--- src/hw/rtl/tcs_pkg.sv ---
package tcs_pkg;

    typedef enum logic [1:0] {
        ST_CLEAR,
        ST_IDLE,
        ST_READ,
        ST_SCROLL
    } state_t;

    typedef enum logic [1:0] {
        OP_PUT  = 2'd0,
        OP_BACK = 2'd1,
        OP_READ = 2'd2
    } op_t;

    // what one put or backspace does besides moving the cursor
    typedef struct packed {
        logic wr_cell;
        logic wr_blank;
        logic scroll;
    } step_ctl_t;

    localparam logic [15:0] BLANK_CELL   = 16'h0020;
    localparam logic [7:0]  NEWLINE_CODE = 8'd10;
    localparam logic [7:0]  ATTR_RESET   = 8'h0F;

endpackage

--- src/hw/rtl/tcs_cursor.sv ---
module tcs_cursor #(
    parameter int COLUMNS = 80,
    parameter int ROWS = 25,
    localparam int ROW_W = $clog2(ROWS),
    localparam int COL_W = $clog2(COLUMNS)
) (
    input  logic [1:0]          op,
    input  logic [7:0]          char_code,
    input  logic [ROW_W-1:0]    row,
    input  logic [COL_W-1:0]    col,
    output logic [ROW_W-1:0]    step_row,
    output logic [COL_W-1:0]    step_col,
    output tcs_pkg::step_ctl_t  ctl
);

    logic last_row;
    logic last_col;

    assign last_row = (row == ROW_W'(ROWS - 1));
    assign last_col = (col == COL_W'(COLUMNS - 1));

    always_comb
    begin
        step_row = row;
        step_col = col;
        ctl      = '0;
        case (op)
            tcs_pkg::OP_PUT:
            begin
                if (char_code == tcs_pkg::NEWLINE_CODE)
                begin
                    step_col = '0;
                    if (last_row)
                        ctl.scroll = 1'b1;
                    else
                        step_row = row + 1'b1;
                end
                else
                begin
                    ctl.wr_cell = 1'b1;
                    if (last_col)
                    begin
                        step_col = '0;
                        if (last_row)
                            ctl.scroll = 1'b1;
                        else
                            step_row = row + 1'b1;
                    end
                    else
                    begin
                        step_col = col + 1'b1;
                    end
                end
            end
            tcs_pkg::OP_BACK:
            begin
                if (col != '0)
                begin
                    step_col     = col - 1'b1;
                    ctl.wr_blank = 1'b1;
                end
                else if (row != '0)
                begin
                    // wrap back to the end of the previous row
                    step_row     = row - 1'b1;
                    step_col     = COL_W'(COLUMNS - 1);
                    ctl.wr_blank = 1'b1;
                end
            end
            default:
            begin
            end
        endcase
    end

endmodule

--- config.mk ---
export PLATFORM = sky130hd
export DESIGN_NAME = tcs_cursor
export DESIGN_NICKNAME = d
export VERILOG_FILES = /design/src/hw/rtl/tcs_pkg.sv /design/src/hw/rtl/tcs_cursor.sv
export SDC_FILE = /design/constraint.sdc
export NUM_CORES = 1
export LEC_CHECK = 0
export ABC_AREA = 1
export BUFFER_PORTS_ARGS = -buffer_cell sky130_fd_sc_hd__buf_2
export CAP_MARGIN = 30
export CORE_UTILIZATION = 56
export DETAILED_ROUTE_END_ITERATION = 8
export PLACE_DENSITY = 0.91
export SYNTH_ARGS = -nofsm -noshare
export SYNTH_HDL_FRONTEND = slang
export SYNTH_SLANG_ARGS = --single-unit
--- constraint.sdc ---
create_clock -name vclk -period 2.14
set_clock_uncertainty 0.1 [all_clocks]
set_input_delay 0.321 -clock vclk [all_inputs]
set_output_delay 0.321 -clock vclk [all_outputs]
set_load 0.02 [all_outputs]
==> results_dict.tcl, run 1 <==
set metrics [dict create \
    num_rows 14 \
    p_leak_nw 0.612 \
    antenna_found_initial 0 \
    drv_cap 0 \
    post_dp_cell_area_um2 1100 \
    start_util_pct 59.5 \
    gp_congestion 0.914 \
    holdWs_ns 0.918 \
    crit_type "in -> out" \
    power_mw 0.217 \
    via_per_inst 5.68 \
    worst_pin_slew_ns 0.302 \
    outcome "finished clean" \
    syn_to_final_growth_pct 25.3 \
    rsz0062_at_grt "no" \
    nClkBuffers 0 \
    crit_path_start_kind "input pin" \
    netlist_area_um2 896 \
    drtPass1Iterations 4 \
    antenna_cells 0 \
    die_height_um 42.0 \
    critPathArrivalTime_ns 1.63 \
    design.core.area_um2 1510 \
    ff_latch_area_um2 0 \
    ys_types 26 \
    layout_common_cells "nand2_1, nand3_1, buf_2, inv_1, nor2_1" \
    grt_usage_pct 30.0 \
    setup_viol 0 \
    cts_setup_buffers 0 \
    io_buffers 37 \
    overflow 0 \
    drt_wl_total_um 2680 \
    cp-end-kind "primary output" \
    final_common_cell "nand2_1" \
    vias 1294 \
    finalHoldViolCount 0 \
    cp_max_fo 5 \
    ys_seq_area_share_pct 0 \
    timing.fmax_ghz 0.488 \
    layout_min_cycle_time_ns 2.05 \
    min_period_over_period_pct 95.8 \
    drive_above_1_share_pct 28.8 \
    nets 241 \
    ctsHoldBuffers 0 \
    drc_errors 0 \
    drt_iter0_markers 65 \
    wl_per_cell_um 11.7 \
    utilization_pct 74.5 \
    fin_area_um2 1120 \
    synth_cells 175 \
    slew_headroom_pct 79.9 \
    hp-class "in -> out" \
    p_per_area_nw_per_um2 193 \
    cp.required_ns 1.72 \
    n_fill_cell 132 \
    seq_cells 0 \
    fin_tns_setup_ns 0 \
    crit_path_frequent_cell "nand3_1" \
    cpPeakStageDelay_ns 0.25 \
    die_area_um2 1760 \
    grt_pass1_wl_um 4420 \
    grt_max_degree 13 \
    antenna_left 0 \
    synth_nets 202 \
    report.final.slew_viol_count 0 \
    dp.final_hpwl_um 2130 \
    first_global_vias 1138 \
    ios 37 \
    postSynthAreaPerCell_um2 5.12 \
    vdd_drop_max_v 0.000122 \
    crit_chain "buf_2 > inv_1 > ha_2 > nand2_1 > nor2_2 > nand3_1 > nand3_1 > nand3_1 > buf_2" \
    cp_slowest_cell "ha_2" \
    yosys_warnings 0 \
    fp.dieW_um 42.0 \
]
==> routing by layer <==
metal | vias up | GRT usage [%] | share of wire [%]
li1 | 643 | - | -
met3 | 7 | 2.16 | 9.6
met1 | 563 | 39.7 | 43
met5 | - | 0 | 0
met4 | 0 | 7.10 | 1.3
met2 | 81 | 52.5 | 46
==> critical path: cells and delay by family <==
| family | cells | cell delay [ns] |
|---|---|---|
| and+or+nand+nor | 5 | 0.66 |
| buffers and inverters | 3 | 0.40 |
| adders and majority gates | 1 | 0.25 |
==> layout make-up <==
cell class | instances | area, um2 | share of cell area [%]
tap | 16 | 20.0 | 1.78
timing repair buffer | 40 | 208 | 18.5
multi-input combinational | 145 | 793 | 70.7
inverter | 27 | 101 | 9.03
==> worst paths after layout <==
path   start           to  cells past startpoint
max   col[1]  step_row[1]                      9
min   row[0]  step_row[0]                      5
==> cells by family after synthesis <==
logic type / share of synthesized area [%]
fa+ha+maj: 6.98
simple gates: 67.0
buf+inv: 13.4
xor+xnor: 2.93
compound gates: 9.64
==> repair_timing <==
action | CTS | global route
endpoints found under the hold margin | 0 | 0
endpoints found under the setup margin | 0 | 8
resized for setup | 0 | 2
==> power by group <==
part | switching (mW) | internal (mW) | total (mW)
clock network | 0 | 0 | 0
registers | 0 | 0 | 0
logic | 0.140 | 0.0764 | 0.217
total | 0.140 | 0.0764 | 0.217
==> Yosys cell counts, types with 2 or more instances <==
library cell,n,share of area [%]
a21oi_1,2,1.1
buf_2,3,1.7
ha_1,5,7.0
inv_1,23,9.6
inv_2,3,1.3
nand2_1,53,22
nand2_2,2,1.4
nand3_1,37,21
nand3_2,2,2.2
nand4_1,5,3.5
nor2_1,10,4.2
nor2_2,2,1.4
nor2_4,6,7.5
o211ai_1,2,1.7
o21ai_0,4,2.2
o21ai_1,5,2.8
xor2_1,2,2.0
==> metrics by stage <==
| step | std cells | setup WS (ns) |
|---|---|---|
| after floorplan | 175 | 0.277 |
| after global placement | 227 | 0.0990 |
| after detailed placement | 227 | 0.0896 |
| after CTS | 227 | 0.0849 |
| after global routing | 228 | 0.000745 |
| final | 228 | 0.0899 |
Note: power is estimated with default switching activity, not from simulation.
==> inputs of run 2 (changes only) <==
--- a/config.mk
+++ b/config.mk
@@ -10,7 +10,8 @@
 export CAP_MARGIN = 30
 export CORE_UTILIZATION = 56
 export DETAILED_ROUTE_END_ITERATION = 8
-export PLACE_DENSITY = 0.91
+export GPL_TIMING_DRIVEN = 0
+export PLACE_DENSITY_LB_ADDON = 0.1
 export SYNTH_ARGS = -nofsm -noshare
 export SYNTH_HDL_FRONTEND = slang
 export SYNTH_SLANG_ARGS = --single-unit
==> run 2 against run 1 <==
Compared with the run above: worst setup slack improved by 0.018 ns; largest power group unchanged; core utilization rose by 0.58 points; highest routed layer unchanged; total power barely moved; sequential share of layout area did not move; non-clock buffer count fell by 1; first-iteration DRC count fell by 11%; clock-buffer cell count did not move; wire length rose by 0.90%.
==> results_dict.tcl, run 2 (synthesis results as in run 1) <==
set metrics [dict create \
    outcome "finished clean" \
    drc_errors 0 \
    io_buffers 34 \
    worst_pin_slew_ns 0.503 \
    timing.fmax_ghz 0.492 \
    p_switching_mw 0.141 \
    nClkBuffers 0 \
    fp.dieW_um 42.0 \
    drt_wl_total_um 2700 \
    fin_cells 227 \
    drive_above_1_share_pct 29.4 \
    wl_per_cell_um 11.9 \
    dp_cells 225 \
    via_per_inst 5.56 \
    nets 240 \
    hp-class "in -> out" \
    layout_min_cycle_time_ns 2.03 \
    slew_headroom_pct 66.5 \
    post_dp_cell_area_um2 1090 \
    dp.final_hpwl_um 1990 \
    antenna_cells 0 \
    n_fill_cell 139 \
    drv_cap 0 \
    combPwrFrac_pct 100.0 \
    antenna_left 0 \
    cp.buffers_inverters 4 \
    cpLargestDelayFamily "simple AND/OR/NAND/NOR gates" \
    report.final.slew_viol_count 0 \
    ctsHoldBuffers 0 \
    fin_area_um2 1130 \
    ios 37 \
    syn_to_final_growth_pct 26.3 \
    cp_slowest_cell "ha_1" \
    crit_chain "buf_2 > inv_1 > ha_1 > nand2_1 > nor2_4 > inv_2 > nand2_1 > nand2_1 > o21ai_1 > nand3_1 > buf_2" \
    ff_latch_area_um2 0 \
    p_per_area_nw_per_um2 192 \
    crit_type "in -> out" \
    design.core.area_um2 1510 \
    layout_common_cells "nand2_1, buf_2, nand3_1, inv_1, nor2_1" \
    swShare_pct 64.9 \
    first_global_vias 1117 \
    final_common_cell "nand2_1" \
    min_period_over_period_pct 95.0 \
    p_leak_nw 0.603 \
    crit_path_frequent_cell "nand2_1" \
    die_height_um 42.0 \
    vdd_drop_max_v 0.000128 \
    die_area_um2 1760 \
    multiInputGateArea_um2 813 \
    antenna_found_initial 0 \
    cp-end-kind "primary output" \
    cp.required_ns 1.72 \
    internal_power_mw 0.0759 \
    drtPass1Iterations 5 \
    cpPeakStageDelay_ns 0.19 \
    cp_max_fo 5 \
    overflow 0 \
    finalHoldViolCount 0 \
    crit_path_start_kind "input pin" \
    num_rows 14 \
    drt_iter0_markers 58 \
    start_util_pct 59.5 \
    p_clk_share_pct 0 \
    grt_pass1_wl_um 4490 \
    rsz0062_at_grt "no" \
    fin_tns_setup_ns 0 \
    critPathArrivalTime_ns 1.61 \
    setup_viol 0 \
    vias 1262 \
    seq_cells 0 \
    grt_usage_pct 30.3 \
    grt_max_degree 11 \
    gp_congestion 0.839 \
    power_frac_seq_pct 0 \
]
## run 2: layout make-up
cell class                 count  area share, %
timing repair buffer          35           15.7
multi-input combinational    145           71.9
tap                           16           1.77
buffer                         4           1.66
inverter                      27           8.96
## run 2: timing repair
action,in CTS,in global routing
hold endpoints to repair,0,0
setup endpoints to repair,0,11
setup buffers,0,1
resized for setup,0,8
## run 2: layer usage
| metal | vias up | wire [um] | global-route usage, % |
|---|---|---|---|
| met5 | - | 0 | 0 |
| met4 | 0 | 6 | 5.16 |
| met3 | 2 | 120 | 0.862 |
| met2 | 51 | 1430 | 59.4 |
| met1 | 566 | 1150 | 36.6 |
| li1 | 643 | - | - |
## run 2: path summary, 6_finish.rpt
check	end	startpoint	depth (start not counted)
max	step_col[2]	row[1]	11
min	step_row[0]	row[0]	5
## run 2: through the flow
step                power [mW]  utilization [%]  worst slack [ns]  hold slack [ns]
global placement         0.198             72.1            0.0365            0.917
detailed placement       0.204             72.1            0.0186            0.922
global route             0.238             75.1           0.00169            0.970
finish                   0.217             75.1             0.107            0.934
CTS                      0.205             72.1            0.0109            0.925
floorplan                0.136                -             0.277            0.705
## run 2: worst min-delay path, delay by kind of cell
family                 cells  cell delay (ns)
AND/OR/NAND/NOR            2             0.11
buffers and inverters      3             0.29
## run 2: power by group through the flow
stage                     Sequential (mW)  Clock, mW  Combinational [mW]
final                                   0          0               0.217
after floorplan                         0          0               0.136
after detailed placement                0          0               0.204
after global placement                  0          0               0.198
after CTS                               0          0               0.205
after global routing                    0          0               0.238
==> inputs of run 3 (changes only) <==
--- a/config.mk
+++ b/config.mk
@@ -8,7 +8,7 @@
 export ABC_AREA = 1
 export BUFFER_PORTS_ARGS = -buffer_cell sky130_fd_sc_hd__buf_2
 export CAP_MARGIN = 30
-export CORE_UTILIZATION = 56
+export CORE_UTILIZATION = 40
 export DETAILED_ROUTE_END_ITERATION = 8
 export GPL_TIMING_DRIVEN = 0
 export PLACE_DENSITY_LB_ADDON = 0.1
==> run 3 against run 2 <==
Compared with the run above: die area up 38%; maximum frequency down 1.0%; first-iteration DRC count is 48% lower; flip-flop and latch count unchanged; largest cell class unchanged; worst hold slack worse by 0.0050 ns; core utilization shrank 19 points; critical path type unchanged; cell count rose by 5.3%; via count grew 0.63%; worst setup slack worse by 0.021 ns.
==> results_dict.tcl, run 3 (synthesis results as in run 1) <==
set metrics [dict create \
    die_height_um 49.3 \
    multiInputGateArea_um2 800 \
    layout_min_cycle_time_ns 2.05 \
    vias 1270 \
    grt_pass1_wl_um 4620 \
    crit_type "in -> out" \
    slew_headroom_pct 65.5 \
    cp.buffers_inverters 4 \
    wl_per_cell_um 11.2 \
    cp_max_fo 6 \
    drtPass1Iterations 4 \
    antenna_cells 0 \
    min_period_over_period_pct 95.9 \
    nClkBuffers 0 \
    syn_to_final_growth_pct 27.1 \
    timing.fmax_ghz 0.487 \
    dp.final_hpwl_um 2060 \
    io_buffers 34 \
    outcome "finished clean" \
    overflow 0 \
    ios 37 \
    critPathArrivalTime_ns 1.63 \
    finalHoldViolCount 0 \
    hp-class "in -> out" \
    fp.dieW_um 49.3 \
    p_per_area_nw_per_um2 187 \
    via_per_inst 5.31 \
    drive_above_1_share_pct 29.2 \
    cpLargestDelayFamily "buffers and inverters" \
    cp_slowest_cell "ha_4" \
    drv_cap 0 \
    worst_pin_slew_ns 0.517 \
    worst_slack_ns 0.0867 \
    ff_latch_area_um2 0 \
    design.core.area_um2 2040 \
    cpPeakStageDelay_ns 0.20 \
    seq_cells 0 \
    cp-end-kind "primary output" \
    p_leak_nw 0.608 \
    grt_usage_pct 22.7 \
    n_fill_cell 215 \
    num_rows 16 \
    gp_congestion 0.872 \
    critPathLaunch "col[0]" \
    first_global_vias 1103 \
    final_common_cell "nand2_1" \
    crit_chain "buf_2 > inv_1 > ha_4 > nand2_1 > nor2_4 > buf_4 > nor2_1 > o21ai_1 > nand3_1 > buf_2" \
    antenna_found_initial 0 \
    layout_common_cells "nand2_1, buf_2, nand3_1, inv_1, nor2_1" \
    setup_viol 0 \
    die_area_um2 2430 \
    crit_path_frequent_cell "buf_2" \
    fin_tns_setup_ns 0 \
    cp.required_ns 1.72 \
    report.final.slew_viol_count 0 \
    hp-start "row[1]" \
    nets 241 \
    drt_iter0_markers 30 \
    grt_max_degree 11 \
    crit_path_start_kind "input pin" \
    drt_wl_total_um 2680 \
    dpl_worst_slack_ns -0.0318 \
    drc_errors 0 \
    vdd_drop_max_v 0.000113 \
    start_util_pct 43.9 \
    antenna_left 0 \
]
==> run 3: layout make-up <==
| cell class | instances | area share [%] |
|---|---|---|
| tap | 27 | 2.97 |
| inverter | 27 | 8.90 |
| multi-input combinational | 145 | 70.2 |
| buffer | 4 | 1.65 |
| timing repair buffer | 36 | 16.3 |
==> run 3: where the power goes <==
group          leakage (nW)  switching, mW  internal, mW  total, mW
Clock                     0              0             0          0
Sequential                0              0             0          0
Combinational         0.608          0.137        0.0753      0.213
==> run 3: layer usage <==
layer	wire [um]	track usage [%]	share of wire, %
met4	0	1.47	0
met5	0	0	0
met3	203	0.312	7.6
met1	1180	30.8	44
met2	1290	41.1	48
==> run 3: path summary, 6_finish.rpt <==
check | endpoint | slack [ns] | cells after the start
worst max-delay path | step_col[2] | 0.09 | 10
worst min-delay path | step_row[1] | 0.93 | 4
==> run 3: timing repair <==
item,4_1_cts,5_1_grt
cloned,0,1
hold buffers,0,0
buffers inserted,0,2
pin swaps,0,2
endpoints found under the setup margin,4,10
resized for setup,1,4
==> run 3: stage by stage <==
stage / total power [mW] / utilization (%) / hold slack, ns / cell area [um2] / std cells
after floorplan: 0.136 / - / 0.705 / 896 / 175
after global placement: 0.201 / 53.9 / 0.918 / 1100 / 236
after detailed placement: 0.206 / 53.9 / 0.926 / 1100 / 236
after CTS: 0.207 / 54.0 / 0.928 / 1100 / 236
after global routing: 0.237 / 55.8 / 0.969 / 1140 / 239
final: 0.213 / 55.8 / 0.929 / 1140 / 239
